`config.mk`:
```
export PLATFORM = sky130hd
export DESIGN_NAME = ipv4_prefix_rule_filter
export DESIGN_NICKNAME = d
export VERILOG_FILES = /design/src/hw/rtl/iprf_pkg.sv /design/src/hw/rtl/ipv4_prefix_rule_filter.sv
export SDC_FILE = /design/constraint.sdc
export NUM_CORES = 1
export LEC_CHECK = 0
export ABC_AREA = 1
export ABC_CLOCK_PERIOD_IN_PS = 4930
export BUFFER_PORTS_ARGS = -buffer_cell sky130_fd_sc_hd__buf_2
export CORE_MARGIN = 2
export CORE_UTILIZATION = 35
export CTS_CLUSTER_SIZE = 40
export DETAILED_ROUTE_END_ITERATION = 7
export SYNTH_ARGS = -nofsm -noshare
export SYNTH_HDL_FRONTEND = slang
export SYNTH_SLANG_ARGS = --single-unit
```
`constraint.sdc`:
```
create_clock -name clk -period 4.93 [get_ports clk]
set_input_delay 0.7395 -clock clk [delete_from_list [all_inputs] [get_ports clk]]
set_output_delay 0.7395 -clock clk [all_outputs]
set_load 0.005 [all_outputs]
```
`src/hw/rtl/iprf_pkg.sv`:
```
// Types, constants and a helper function shared by the IPv4 prefix rule filter.
package iprf_pkg;

	// Widths of the item fields.
	localparam int unsigned PFX_W = 32;
	localparam int unsigned LEN_W = 6;
	localparam int unsigned IDX_OUT_W = 8;

	// Longest prefix length that can ever match.
	localparam logic [LEN_W-1:0] PLEN_LIMIT = 6'd32;

	// Operation codes carried in tuser.
	localparam logic OP_APPEND = 1'b0;
	localparam logic OP_APPLY = 1'b1;

	// Rule type codes.
	localparam logic TYPE_STRICT = 1'b0;
	localparam logic TYPE_LOOSE = 1'b1;

	// One stored rule, 40 bits, prefix in the low bits.
	typedef struct packed {
		logic rule_action;
		logic rule_type;
		logic [LEN_W-1:0] length;
		logic [PFX_W-1:0] prefix;
	} rule_t;

	// One result item, 11 bits, verdict in the low bit.
	typedef struct packed {
		logic error;
		logic [IDX_OUT_W-1:0] rule_index;
		logic hit;
		logic verdict;
	} result_t;

	// Sequencer states.
	typedef enum logic [1:0] {
		ST_IDLE,
		ST_SCAN,
		ST_RESP
	} state_t;

	// Mask of the top len bits of a prefix; len is at most 32 where used.
	function automatic logic [PFX_W-1:0] len_mask(input logic [LEN_W-1:0] len);
		logic [PFX_W-1:0] m;
		m = '0;
		for (int i = 0; i < PFX_W; i++) begin
			m[PFX_W-1-i] = (LEN_W'(i) < len);
		end
		return m;
	endfunction

endpackage

```
`src/hw/rtl/ipv4_prefix_rule_filter.sv`:
```
// IPv4 prefix rule filter: rule table in a synchronous memory, scanned newest to oldest.
// An apply checks rules from the newest down to and including the first match
// (all stored rules when none matches, none for an empty table or a query length above 32).
// A new item is taken once the previous result sits in the output register.
// arst_n clears the rule count, default action, sequencer and output valid; table contents
// are not cleared and entries at or above the count are never read.
module ipv4_prefix_rule_filter #(
	parameter int unsigned MAX_RULES = 16
) (
	input  logic        clk,
	input  logic        arst_n,
	// Configuration: default_action register.
	input  logic        cfg_wr_en,
	input  logic        cfg_wr_data,
	// Input items.
	input  logic        s_tvalid,
	output logic        s_tready,
	input  logic [39:0] s_tdata,   // prefix[31:0], length[37:32], rule_type[38], rule_action[39]
	input  logic        s_tuser,   // op
	// Result items.
	output logic        m_tvalid,
	input  logic        m_tready,
	output logic [15:0] m_tdata    // verdict[0], hit[1], rule_index[9:2], error[10], zero fill
);

	import iprf_pkg::*;

	localparam int unsigned CNT_W = $clog2(MAX_RULES + 1);
	localparam int unsigned IDX_W = (MAX_RULES > 1) ? $clog2(MAX_RULES) : 1;

	// Rule memory, one write and one registered read per cycle.
	rule_t rule_mem [MAX_RULES];
	rule_t rd_data_q;

	state_t state_q, state_d;

	logic [CNT_W-1:0] count_q;
	logic default_action_q;
	logic [PFX_W-1:0] q_prefix_q;
	logic [LEN_W-1:0] q_len_q;
	logic [IDX_W-1:0] chk_idx_q;
	result_t res_q;
	logic m_tvalid_q;
	result_t m_data_q;

	// Input decode.
	rule_t in_rule;
	logic s_acc;
	logic is_append;
	logic app_err;
	logic [CNT_W-1:0] cnt_m1;

	// Control from the sequencer.
	logic mem_we;
	logic rd_en;
	logic [IDX_W-1:0] rd_addr;
	logic load_query;
	logic step_idx;
	logic res_load;
	result_t res_d;
	logic out_load;

	// Match of the entry read last cycle against the query.
	logic [PFX_W-1:0] mask;
	logic rule_match;

	assign in_rule = rule_t'(s_tdata);
	assign s_acc = s_tvalid && s_tready;
	assign is_append = (s_tuser == OP_APPEND);
	assign app_err = (count_q >= CNT_W'(MAX_RULES)) || (in_rule.length > PLEN_LIMIT);
	assign cnt_m1 = count_q - CNT_W'(1);

	assign mask = len_mask(rd_data_q.length);

	always_comb begin
		if (rd_data_q.rule_type == TYPE_STRICT) begin
			rule_match = (rd_data_q.prefix == q_prefix_q) && (rd_data_q.length == q_len_q);
		end else begin
			rule_match = (rd_data_q.length <= PLEN_LIMIT) && (q_len_q >= rd_data_q.length)
				&& ((rd_data_q.prefix & mask) == (q_prefix_q & mask));
		end
	end

	// State register.
	always_ff @(posedge clk or negedge arst_n) begin
		if (!arst_n) begin
			state_q <= ST_IDLE;
		end else begin
			state_q <= state_d;
		end
	end

	// Next state and control.
	always_comb begin
		state_d = state_q;
		s_tready = 1'b0;
		mem_we = 1'b0;
		rd_en = 1'b0;
		rd_addr = chk_idx_q;
		load_query = 1'b0;
		step_idx = 1'b0;
		res_load = 1'b0;
		res_d = '0;
		out_load = 1'b0;
		case (state_q)
			ST_IDLE: begin
				s_tready = 1'b1;
				if (s_acc) begin
					res_load = 1'b1;
					if (is_append) begin
						res_d.error = app_err;
						mem_we = !app_err;
						state_d = ST_RESP;
					end else if ((count_q == '0) || (in_rule.length > PLEN_LIMIT)) begin
						res_d.verdict = default_action_q;
						state_d = ST_RESP;
					end else begin
						// Start the scan at the newest rule.
						load_query = 1'b1;
						rd_en = 1'b1;
						rd_addr = cnt_m1[IDX_W-1:0];
						state_d = ST_SCAN;
					end
				end
			end
			ST_SCAN: begin
				if (rule_match) begin
					res_load = 1'b1;
					res_d.verdict = rd_data_q.rule_action;
					res_d.hit = 1'b1;
					res_d.rule_index = IDX_OUT_W'(chk_idx_q);
					state_d = ST_RESP;
				end else if (chk_idx_q == '0) begin
					res_load = 1'b1;
					res_d.verdict = default_action_q;
					state_d = ST_RESP;
				end else begin
					// Move on to the next older rule.
					rd_en = 1'b1;
					rd_addr = chk_idx_q - IDX_W'(1);
					step_idx = 1'b1;
				end
			end
			ST_RESP: begin
				if (!m_tvalid_q || m_tready) begin
					out_load = 1'b1;
					state_d = ST_IDLE;
				end
			end
			default: begin
				state_d = ST_IDLE;
			end
		endcase
	end

	// Rule memory write and registered read.
	always_ff @(posedge clk) begin
		if (mem_we) begin
			rule_mem[count_q[IDX_W-1:0]] <= in_rule;
		end
		if (rd_en) begin
			rd_data_q <= rule_mem[rd_addr];
		end
	end

	// Rule count and default action register.
	always_ff @(posedge clk or negedge arst_n) begin
		if (!arst_n) begin
			count_q <= '0;
			default_action_q <= 1'b0;
		end else begin
			if (mem_we) begin
				count_q <= count_q + CNT_W'(1);
			end
			if (cfg_wr_en) begin
				default_action_q <= cfg_wr_data;
			end
		end
	end

	// Query, scan index and pending result.
	always_ff @(posedge clk) begin
		if (load_query) begin
			q_prefix_q <= in_rule.prefix;
			q_len_q <= in_rule.length;
			chk_idx_q <= cnt_m1[IDX_W-1:0];
		end else if (step_idx) begin
			chk_idx_q <= chk_idx_q - IDX_W'(1);
		end
		if (res_load) begin
			res_q <= res_d;
		end
		if (out_load) begin
			m_data_q <= res_q;
		end
	end

	// Output register valid.
	always_ff @(posedge clk or negedge arst_n) begin
		if (!arst_n) begin
			m_tvalid_q <= 1'b0;
		end else if (out_load) begin
			m_tvalid_q <= 1'b1;
		end else if (m_tready) begin
			m_tvalid_q <= 1'b0;
		end
	end

	assign m_tvalid = m_tvalid_q;
	assign m_tdata = {5'b0, m_data_q};

	// The rule count never passes the table size.
	a_count_bound: assert property (@(posedge clk) disable iff (!arst_n)
		count_q <= CNT_W'(MAX_RULES))
		else $error("rule count above table size");

	// The scan only looks at stored rules.
	a_scan_in_table: assert property (@(posedge clk) disable iff (!arst_n)
		(state_q == ST_SCAN) |-> ({1'b0, chk_idx_q} < {1'b0, count_q}))
		else $error("scan index outside stored rules");

	// A refused append leaves the table size unchanged.
	a_refused_append: assert property (@(posedge clk) disable iff (!arst_n)
		(s_acc && is_append && app_err) |=> $stable(count_q))
		else $error("refused append changed the rule count");

	// An accepted append that is not refused grows the table by one.
	a_stored_append: assert property (@(posedge clk) disable iff (!arst_n)
		(s_acc && is_append && !app_err) |=> (count_q == $past(count_q) + CNT_W'(1)))
		else $error("stored append did not grow the rule count");

	// A new result appears only from the response state.
	a_result_source: assert property (@(posedge clk) disable iff (!arst_n)
		$rose(m_tvalid_q) |-> ($past(state_q) == ST_RESP))
		else $error("result raised outside the response state");

endmodule
```
; Yosys cells after proc, flatten, opt, wreduce, memory -nomap -nowiden
; Memory sizes are Yosys's and may differ from the RTL's. A register that Yosys moved wholly into a read port is not among the register bits.
; Cells that the tools add are included.
[totals]
reg_bits = 73
ramBits = 640
input_bits = 47
out_inout_bits = 18
elab_cells = 130
memories = 1
[classes]
add_sub_neg = 3
magnitude_cmp = 36
eq_ne = 8
mux = 45
n_bitwise = 4
n_reduce_logical = 17
[mem_list]
columns = memory, depth, word_bits, read_ports, rd_ports_with_merged_regs, wr, line
row1 = rule_mem, 16, 40, 1, 1, 1, ipv4_prefix_rule_filter.sv:32  ; rule_t rule_mem [MAX_RULES];
[op_table]
columns = cell, n
row1 = "5-bit by 6-bit < comparator with 1-bit output, first input constant", 16
row2 = 32-bit bitwise AND, 2
row3 = 32-bit equality test, 2
row4 = "4-bit by 6-bit < comparator with 1-bit output, first input constant", 8
row5 = 4-bit two-way mux, 7
row6 = 1-bit two-way mux, 27
row7 = "3-bit by 6-bit < comparator with 1-bit output, first input constant", 4
row8 = "1-bit by 6-bit < comparator with 1-bit output, first input constant", 2
row9 = "2-bit by 6-bit < comparator with 1-bit output, first input constant", 2
row10 = 2-bit two-way mux, 6
row11 = 4-bit one-hot mux with 2 select lines, 1
row12 = "4-bit by 1-bit subtractor with 4-bit output, second input constant", 2
row13 = 6-bit equality test, 1
row14 = 6-bit greater-or-equal comparator, 1
row15 = "6-bit greater-than comparator, second input constant", 1
row16 = "6-bit <= comparator, second input constant", 1
row17 = 1-bit one-hot mux with 2 select lines, 3
row18 = 2-bit one-hot mux with 3 select lines, 1
row19 = "5-bit by 1-bit adder with 5-bit output, second input constant", 1
row20 = "5-bit greater-or-equal comparator, second input constant", 1
row21 = 5-bit logical NOT, 1
row22 = 1-bit logical AND, 4
row23 = 4-bit logical NOT, 1
row24 = "2-bit != test, second input constant", 2
row25 = other kinds (11), 16

; Depth between registers and ports, before layout
; Gate-level depths: netlist (run 1).
[logic_depth]
depth_word = 9
ltp_mapped = 25
ltp_nobuf = 23

; Least setup slack after synthesis (run 1)
; Ideal clock, no wire load.
[synth_path]
kind = input to register
start = in s_tdata[34]
end = mem rule_mem[11][0] (netlist bit) (enable)
arrival_ns = 3.676
t_required_ns = 4.492
slack_ns = 0.817
cell_stages = 7
n_path_buf = 0
cell_sequence = nor2_1 -> nand2_1 -> o21ai_0 -> nand2_1 -> nor3_1 -> nand2_1 -> nor2_1
[synth_via]
elab_chain_len = 8
[synth_lines]
columns = item, line
row1 = from (decl), ipv4_prefix_rule_filter.sv:18  ; input logic [39:0] s_tdata,
row2 = 6-bit greater-than comparator, ipv4_prefix_rule_filter.sv:70  ; assign app_err = (count_q >= CNT_W'(MAX_RULES)) || (in_rule.length > PLEN_LIMIT);
row3 = 1-bit logical OR, ipv4_prefix_rule_filter.sv:70
row4 = 1-bit logical NOT, ipv4_prefix_rule_filter.sv:112  ; mem_we = !app_err;
row5 = 1-bit two-way mux, ipv4_prefix_rule_filter.sv:110  ; if (is_append) begin
row6 = 1-bit two-way mux, ipv4_prefix_rule_filter.sv:108  ; if (s_acc) begin
row7 = 1-bit two-way mux, ipv4_prefix_rule_filter.sv:105  ; case (state_q)
row8 = 1-bit two-way mux, ipv4_prefix_rule_filter.sv:158  ; if (mem_we) begin
row9 = 1-bit two-way mux (implied by the code), ipv4_prefix_rule_filter.sv:159  ; rule_mem[count_q[IDX_W-1:0]] <= in_rule;
row10 = to (decl), ipv4_prefix_rule_filter.sv:32
; No other way between the ends.

; Worst setup path in the final report (run 1)
[layout_path]
start = reg, netlist name rd_data_q[37]
end = reg, netlist name rd_data_q[29]
[layout_via]
elab_chain_len = 7
word_cells_on_any_way = 46
cone_classes = order compare (34) / eq/ne (2) / mux (5) / bitwise (2) / reduce/logical (3)
[layout_lines]
columns = item, line
row1 = "5-bit by 6-bit < comparator with 1-bit output, or another cell as far along", iprf_pkg.sv:48  ; m[PFX_W-1-i] = (LEN_W'(i) < len);
row2 = 32-bit bitwise AND, ipv4_prefix_rule_filter.sv:80  ; && ((rd_data_q.prefix & mask) == (q_prefix_q & mask));
row3 = 32-bit equality test, ipv4_prefix_rule_filter.sv:80
row4 = 1-bit logical AND, ipv4_prefix_rule_filter.sv:80
row5 = 1-bit two-way mux *, ipv4_prefix_rule_filter.sv:76  ; if (rd_data_q.rule_type == TYPE_STRICT) begin
row6 = 4-bit two-way mux or 1-bit two-way mux (tied branches), ipv4_prefix_rule_filter.sv:127  ; if (rule_match) begin
row7 = 4-bit one-hot mux with 2 select lines or 1-bit one-hot mux with 2 select lines (tied branches), ipv4_prefix_rule_filter.sv:105
; Mark *: on every way between the ends. The rest lies on a longest branch, timed or not.
; A chain may end at the register's enable or synchronous reset.

==> flow_summary.toml, run 1 <==
[detailed_routing]
drc_errors = 0
antenna_left = 0
first_iter_violations = 1898
num_vias = 21600
dr.pass1.iters = 5
via_per_inst = 4.91
finalWirelength_um = 86700
wire_per_inst_um = 19.7

[sta]
relSlewSlack_pct = 42.3
tns_ns = 0
report.final.setup_viol = 0
maxSlewViolCount = 0
setup_ws_ns = 1.02
tightest_slew_ns = 0.866
final.min_clock_period_ns = 3.91
clock_skew_ns = 0.0210
clock.fmax_mhz = 256
hold_viol = 0
rsz0062_at_grt = "false"
post-route-period-util_pct = 79.2

[worst_hold_path]
hold_path_end = "default_action_q"
min_from = "cfg_wr_data"
hold_depth = 2
hold_path.class = "in2reg"

[die]
core-area_mm2 = 0.0932
die_area_mm2 = 0.0965
io_pins = 65
initial_core_util_pct = 35.3
fp.dieW_um = 311
num_rows = 112
die-height_um = 311

[synth]
synth_top_area_share_pct = 67.2
synthTopCellsByArea = "edfxtp_1, nand3_1, nand2_1, inv_1, nand3b_1"
yosys.cell_types.count = 35
synthCells = 3064
synth.largest_area_cell = "edfxtp_1"
netlist_area_mm2 = 0.0329
synth_common_cells = "nand3_1, edfxtp_1, nand2_1, inv_1, nand3b_1"
synthFlopType = "edfxtp_1"
yosysMostFrequentCell = "nand3_1"
async_flop_share_pct = 1.21
synth-seq-area-share_pct = 67.8
ys_ff_latch = 745
synth-edff-count = 736
ys_warn_count = 0
syn_area_per_cell_um2 = 10.7

[cells_and_area]
fin_nets = 3154
area_growth_pct = 13.3
drive_gt1_share_pct = 8.24
fill_cells = 8823
finish.utilization_pct = 40.0
multi_input_area_mm2 = 0.00814
register_area_mm2 = 0.0223
layout.cells.non_filler = 4409

[placed_design]
hpwlAfterDp_um = 45200
place_ws_ns = 0.893
gp_congestion = 0.878
io_buffers = 55
post-place-cells = 4271

[global_route]
grt_max_degree = 121
grt_pass1_vias = 20900
antenna_found_initial = 6
gr-usage-all-layers_pct = 17.8
grt_pass1_wl_um = 132000
grt-ovfl-total = 0

[clocking]
cts_setup_buffers = 0
path_clk_slew_ns = 0.06
cts_tree = "built"
clk-insertion-delay-late_ns = 0.63
clock_sink_count = 745
h-tree-depth = 3
cts_buffers = 75
clockRootBuffer = "clkbuf_16"
clockBufferDepth = 3

[setup_path]
crit_fanout = 46
end_kind = "flop"
rr_endpoint = "rd_data_q[29]"
critPathLaunchType = "flop"
r2r_cells = 21
r2r-start = "rd_data_q[37]"
cp.arrival_ns = 4.27
worstSetupPathType = "reg2reg"
crit_required_ns = 5.29
rrSetupSlack_ns = 1.02

[power]
p_clk_share_pct = 25.4
ir_worst_vdd_v = 0.000891
seqPwrFrac_pct = 35.2
p_leak_nw = 15.0
pwr-share-comb_pct = 39.4
p_switching_w = 0.00857
internal_power_w = 0.0132
cellPowerDensity_mw_per_mm2 = 584
switching_share_pct = 39.3
finalPower_w = 0.0218

[outcome]
status = "completed"

[flow_run]
max_cap_viol_count = 0
[cell usage in the layout, fill, tap and decap left out, types with 2 or more instances in the layout]
cell type,netlist,layout
a21oi_1,7,7
buf_12,0,29
buf_2,72,55
buf_4,42,36
bufinv_16,0,6
clkbuf_1,46,17
clkbuf_16,0,76
clkinv_1,1,18
clkinv_2,0,13
conb_1,1,9
dfrtp_1,9,9
edfxtp_1,736,736
ha_1,12,12
inv_1,464,463
inv_2,5,4
inv_6,0,7
nand2_1,683,681
nand2_2,2,2
nand3_1,753,752
nand3_4,0,2
nand3b_1,78,78
nand4_1,3,3
nor2_1,57,41
nor2_2,4,3
nor2_4,1,18
nor3_1,2,2
o211ai_1,3,3
o21ai_0,20,20
o21ai_1,3,3
or2_2,2,2
xnor2_1,16,16
xor2_1,19,19
[layout make-up]
type                    instances  share of cell area [%]
well taps                    1254                    4.21
flip-flops and latches        745                    59.9
repair buffers                121                    3.05
inverters                     470                    4.75
clock buffers                  93                    5.27
multi-input cells            1682                    21.8
diodes                          1                 0.00671
clock inverters                43                    1.02
[metal layers]
metal	GRT usage (%)	vias to the layer above	part of all wire [%]
met5	0	-	0.044
met2	30.9	627	50
met3	2.50	152	5.3
met1	22.9	10500	42
li1	-	10300	-
met4	5.69	6	2.7
[worst max path at each step]
stage	start	to	slack, ns	depth (start not counted)
final	rd_data_q[37]	rd_data_q[29]	1.02	21
after global routing	rd_data_q[37]	rd_data_q[29]	0.64	19
after CTS	rd_data_q[37]	rd_data_q[29]	1.02	21
after detailed placement	s_tdata[32]	rd_data_q[26]	0.89	17
after global placement	s_tdata[32]	rd_data_q[29]	0.86	17
after floorplan	s_tdata[34]	rule_mem[11][0]	0.82	7
[power groups by stage]
stage	combinational (W)	clock (W)	sequential, W
2_1_floorplan	0.00610	0	0.00769
3_3_place_gp	0.00857	0	0.00780
3_5_place_dp	0.00861	0	0.00779
4_1_cts	0.00865	0.00565	0.00766
5_1_grt	0.00960	0.00589	0.00768
6_report	0.00859	0.00554	0.00766
[sequential cells by signal (all words and copies together) (netlist names), 2 cells and up]
register    flops
rule_mem      640
rd_data_q      40
q_prefix_q     32
m_tdata         7
res_q           7
q_len_q         6
count_q         5
chk_idx_q       4
state_q         2
[worst max-delay path, cell delays in order, from the launching register on]
cell and delay (ns):
edfxtp_1 0.54, nor2_2 0.48, nand2_1 0.19, nand2_1 0.12, nand2_1 0.05, inv_1 0.06
nand2_1 0.05, nor2_1 0.07, nand2_1 0.05, nor2_1 0.11, nand3_1 0.19, nand2_2 0.19
nand2_1 0.07, nand3_1 0.12, nand3_4 0.19, nand2_8 0.40, buf_12 0.30, nand2_1 0.08
nand3_1 0.07, nand3_1 0.10, nand3_1 0.09, nand2_1 0.09
[through the flow]
stage / instance area (µm²) / hold WS, ns
after global routing: 37300 / 0.338
after detailed placement: 34900 / 0.405
final: 37300 / 0.347
after global placement: 34900 / 0.411
after floorplan: 32900 / 0.400
after CTS: 37300 / 0.308
[logic make-up (layout without fill, tap and decap cells)]
group	after synthesis	count (layout)	synth area share [%]
fa+ha+maj	12	12	0.456
buf+inv	645	727	8.11
flops	745	745	67.8
compound gates	36	36	0.589
other cells	1	10	0.0114
simple gates	1589	1589	22.0
xor+xnor	35	35	0.931
mux	1	1	0.0342
[repair_timing]
action                                 4_1_cts  5_1_grt
gates resized for setup                      0        0
hold buffers                                 1        0
endpoints found under the hold margin        9        0
No activity file was read; power rests on OpenSTA's default activity.
==> inputs of run 2 (changes only) <==
ABC_CLOCK_PERIOD_IN_PS = 3550   (was 4930)
clock period = 3.55 ns   (was 4.93 ns; I/O delays follow)
==> flow_summary.toml, run 2 (synthesis gave the netlist of run 1 again) <==
[detailed_routing]
route.met3.wl_um = 7050
num_vias = 22800
drc_errors = 0
finalWirelength_um = 94100
antenna_left = 0
first_iter_violations = 2400
wire_per_inst_um = 20.7
dr.pass1.iters = 6
top_layer_used = "met5"
via_per_inst = 5.04
wl_met2_um = 44300
wl_met1_um = 40000

[setup_path]
timing.critical_path.max_delay_family = "simple AND/OR/NAND/NOR gates"
path_cells = "buf_6, nor2_4, buf_4, nand3_1, nand2_1, nand2_1, nor2_1, nand2_1, nor2_2, nand3_2, nand2_2, buf_6, nand2_1, nand3_2, nand2_2, o21ai_4, buf_6, buf_12, buf_16, buf_12, nand3_1, nand3_1, nand3_2, nand2_1"
critPathLaunchType = "flop"
r2r_cells = 24
crit_path_frequent_cell = "nand2_1"
end_kind = "flop"
cp.arrival_ns = 3.90
worstSetupPathType = "reg2reg"
crit_required_ns = 4.05
cp_slowest_cell = "edfxtp_1"
cpPeakStageDelay_ns = 0.48
cp.depth = 24
crit_fanout = 8
crit_buf_inv = 7

[placed_design]
hpwlAfterDp_um = 47300
place_area_mm2 = 0.0356
post-place-cells = 4328
gp_congestion = 0.896
io_buffers = 55

[die]
fp.dieW_um = 311
initial_core_util_pct = 35.3
die-height_um = 311
die_area_mm2 = 0.0965
num_rows = 112
core-area_mm2 = 0.0932
io_pins = 65

[clocking]
clockRootBuffer = "clkbuf_16"
clock_sink_count = 745
h-tree-depth = 3
cts_tree = "built"
path_clk_slew_ns = 0.06
cts_buffers = 79
clockBufferDepth = 3
clk-insertion-delay-late_ns = 0.64

[global_route]
antenna_found_initial = 8
grt_pass1_wl_um = 131000
grt_pass1_vias = 21100
grt_max_degree = 115
grt-ovfl-total = 0
gr-usage-all-layers_pct = 17.7

[cells_and_area]
fin_area_mm2 = 0.0393
final_cell_mix = "nand3_1, edfxtp_1, nand2_1, inv_1, clkbuf_16"
drive_gt1_share_pct = 12.6
fill_cells = 8654
fin_nets = 3277
finish.utilization_pct = 42.1
largest_register_ffs = 640
layout.cells.non_filler = 4537
area_growth_pct = 19.3
final_common_cell = "nand3_1"

[power]
ir_worst_vdd_v = 0.000635
p_leak_nw = 15.9
cellPowerDensity_mw_per_mm2 = 886

[sta]
tightest_slew_ns = 0.756
clock.fmax_mhz = 294
report.final.setup_viol = 0
final.min_clock_period_ns = 3.40
post-route-period-util_pct = 95.8
hold_viol = 0
maxSlewViolCount = 0
clock_skew_ns = 0.0218
rsz0062_at_grt = "false"
tns_ns = 0
relSlewSlack_pct = 49.6
fin_hold_ws_ns = 0.137

[worst_hold_path]
hold_depth = 2
hold_path.class = "in2reg"

[flow_run]
max_cap_viol_count = 0

[outcome]
status = "completed"
## run 2: metal layers
layer  vias to the layer above  global-route usage, %
met1                     11100                   23.9
li1                      10600                      -
met4                        14                   6.23
met5                         -                      0
met2                       931                   29.1
met3                       178                   2.90
## run 2: power by group
group	total [W]	leakage, nW	internal [W]	switching (W)
logic	0.0162	7.98	0.00615	0.0100
registers	0.0106	6.74	0.0103	0.000286
clock network	0.00802	1.22	0.00464	0.00338
## run 2: path summary, 6_finish.rpt
| check | from | end | slack (ns) |
|---|---|---|---|
| min in group asynchronous | arst_n | count_q[1] | 0.29 |
| max in group asynchronous | arst_n | state_q[0] | 3.06 |
| min | cfg_wr_data | default_action_q | 0.14 |
| max reg2reg | rd_data_q[36] | rd_data_q[13] | 0.15 |
| max | rd_data_q[36] | rd_data_q[13] | 0.15 |
| min reg2reg | res_q[5] | m_tdata[5] | 0.42 |
## run 2: area by class of cell
cell class	count	area [µm²]	share of cell area [%]
clock buffer	105	2160	5.50
multi-input combinational	1683	8280	21.1
clock inverter	40	325	0.828
inverter	470	1770	4.51
timing repair buffer	239	2850	7.25
antenna	1	2.50	0.00637
tap	1254	1570	3.99
sequential	745	22300	56.8
## run 2: per-stage QoR
stage | total power (W) | setup WS, ns
finish | 0.0348 | 0.148
global placement | 0.0240 | 0.0271
floorplan | 0.0192 | -0.356
CTS | 0.0321 | 0.0782
detailed placement | 0.0240 | 0.00301
global route | 0.0365 | 0.0126
## run 2: repair_timing
| action | 4_1_cts | 5_1_grt |
|---|---|---|
| endpoints found under the hold margin | 9 | 0 |
| hold buffers | 1 | 0 |
| pin swaps | 0 | 15 |
| setup buffers | 0 | 37 |
| setup endpoints to repair | 1 | 40 |
| gates cloned | 0 | 26 |
| resized for setup | 1 | 68 |
## run 2: worst reg2reg max path, delay by kind of cell (launching register included)
kind / cells / cell delay (ns)
AND/OR/NAND/NOR: 16 / 1.58
flip-flops: 1 / 0.48
buffers and inverters: 7 / 1.07
AO/OA/AOI/OAI: 1 / 0.15
==> inputs of run 3 (changes only) <==
CELL_PAD_IN_SITES_DETAIL_PLACEMENT = 0   (was unset)
CELL_PAD_IN_SITES_GLOBAL_PLACEMENT = 1   (was unset)
PLACE_DENSITY_LB_ADDON = 0.1   (was unset)
==> flow_summary.toml, run 3 (synthesis gave the netlist of run 1 again) <==
[outcome]
status = "completed"

[die]
num_rows = 112
fp.dieW_um = 311
initial_core_util_pct = 35.3
die-height_um = 311
die_area_mm2 = 0.0965
core-area_mm2 = 0.0932
io_pins = 65

[placed_design]
hpwlAfterDp_um = 60100
place_ws_ns = -0.213
place_area_mm2 = 0.0364
io_buffers = 55
gp_congestion = 0.861

[cells_and_area]
fill_cells = 8854
drive_gt1_share_pct = 12.8
finish.utilization_pct = 42.4
area_growth_pct = 20.0
multi_input_area_mm2 = 0.00818
fin_nets = 3309
largest_register_ffs = 640
fin_area_mm2 = 0.0395
final_cell_mix = "nand3_1, edfxtp_1, nand2_1, inv_1, buf_4"
final_common_cell = "nand3_1"
register_area_mm2 = 0.0223

[sta]
clock_skew_ns = 0.0178
clock.fmax_mhz = 300
maxSlewViolCount = 0
report.final.setup_viol = 0
post-route-period-util_pct = 94.0
relSlewSlack_pct = 56.4
final.min_clock_period_ns = 3.34
tns_ns = 0
tightest_slew_ns = 0.654
hold_viol = 0
setup_ws_ns = 0.213

[setup_path]
end_kind = "flop"
critPathLaunchType = "flop"
r2r-start = "chk_idx_q[1]"
rr_endpoint = "rd_data_q[26]"
cp.arrival_ns = 3.84
crit_required_ns = 4.06
worstSetupPathType = "reg2reg"
r2r_cells = 14
crit_fanout = 60
rrSetupSlack_ns = 0.21

[global_route]
grt_pass1_vias = 22100
antenna_found_initial = 3
gr-usage-all-layers_pct = 21.0
grt_max_degree = 112
grt-ovfl-total = 0
grt_pass1_wl_um = 150000

[power]
switching_share_pct = 39.1
pwr-share-comb_pct = 44.4
seqPwrFrac_pct = 30.6
finalPower_w = 0.0344
p_clk_share_pct = 24.9
ir_worst_vdd_v = 0.000526
internal_power_w = 0.0210
p_leak_nw = 16.1
p_switching_w = 0.0134
cellPowerDensity_mw_per_mm2 = 872

[clocking]
clockBufferDepth = 3
cts_buffers = 85
clk-insertion-delay-late_ns = 0.65
clock_sink_count = 745
cts_tree = "built"
path_clk_slew_ns = 0.06
h-tree-depth = 3
clockRootBuffer = "clkbuf_16"

[worst_hold_path]
hold_depth = 2
min_from = "cfg_wr_data"
hold_path_end = "default_action_q"
hold_path.class = "in2reg"

[flow_run]
max_cap_viol_count = 0

[detailed_routing]
via_per_inst = 4.97
dr.pass1.iters = 6
drc_errors = 0
antenna_left = 0
wire_per_inst_um = 22.4
first_iter_violations = 1894
num_vias = 22700
finalWirelength_um = 103000
-- run 3: cell count changes in the layout (fill, tap and decap cells not counted), moves of 3 or more --
cell / change
buf_12: +29
buf_16: -9
buf_4: +32
buf_6: -11
clkbuf_16: -7
clkbuf_8: +3
nand2_1: +5
nand2_2: -7
nand3_1: +9
nand3_2: -9
nor2_1: +5
nor2_2: -3
-- run 3: per-stage QoR --
stage,instances,hold slack (ns)
6_report,4573,0.128
5_1_grt,4573,0.114
4_1_cts,4554,0.0862
3_5_place_dp,4398,0.407
3_3_place_gp,4398,0.412
2_1_floorplan,3072,0.237
-- run 3: metal layers --
layer  GRT usage, %  vias to the layer above  routed length, µm
met1           29.3                    11200              46600
met5              0                        -                 26
met3           3.42                      187               5280
met2           33.5                      629              47600
met4           6.54                        4               3140
li1               -                    10700                  -
-- run 3: timing repair --
item | in CTS | in global routing
buffers inserted | 0 | 11
hold buffers | 1 | 0
endpoints found under the hold margin | 9 | 0
setup endpoints to repair | 0 | 39
gates resized for setup | 0 | 24
-- run 3: critical path: stages, from the launching register on --
cell and delay, ns:
edfxtp_1 0.47, inv_1 0.26, ha_1 0.24, nand3_1 0.25
o21ai_0 0.39, nand3_1 0.16, nand3_1 0.11, nand2_1 0.09
o21ai_4 0.19, buf_4 0.20, buf_12 0.32, nand3_1 0.12
nand3_1 0.12, nand3_1 0.12, nand2_1 0.10
-- run 3: final cells by class --
class | instances | share of cell area [%]
clock buffers | 115 | 5.96
inverters | 470 | 4.48
diodes | 1 | 0.00634
flip-flops and latches | 745 | 56.5
clock inverters | 40 | 0.840
repair buffers | 266 | 7.46
well taps | 1254 | 3.97
multi-input cells | 1682 | 20.7
-- run 3: power groups by stage --
stage	sequential [W]	clock (W)	combinational [W]
global route	0.0106	0.00911	0.0168
floorplan	0.0107	0	0.00847
CTS	0.0106	0.00879	0.0148
finish	0.0106	0.00858	0.0153
detailed placement	0.0107	0	0.0147
global placement	0.0107	0	0.0147
-- run 3: how the worst max path moves through the flow --
stage | from | to | slack (ns) | cells after the start
2_1_floorplan | s_tdata[34] | rule_mem[11][0] | -0.36 | 7
3_3_place_gp | s_tdata[34] | rd_data_q[22] | -0.19 | 20
3_5_place_dp | s_tdata[34] | rd_data_q[22] | -0.21 | 20
4_1_cts | rd_data_q[37] | rd_data_q[22] | 0.03 | 21
5_1_grt | rd_data_q[35] | rd_data_q[26] | -0.03 | 22
6_report | chk_idx_q[1] | rd_data_q[26] | 0.21 | 14
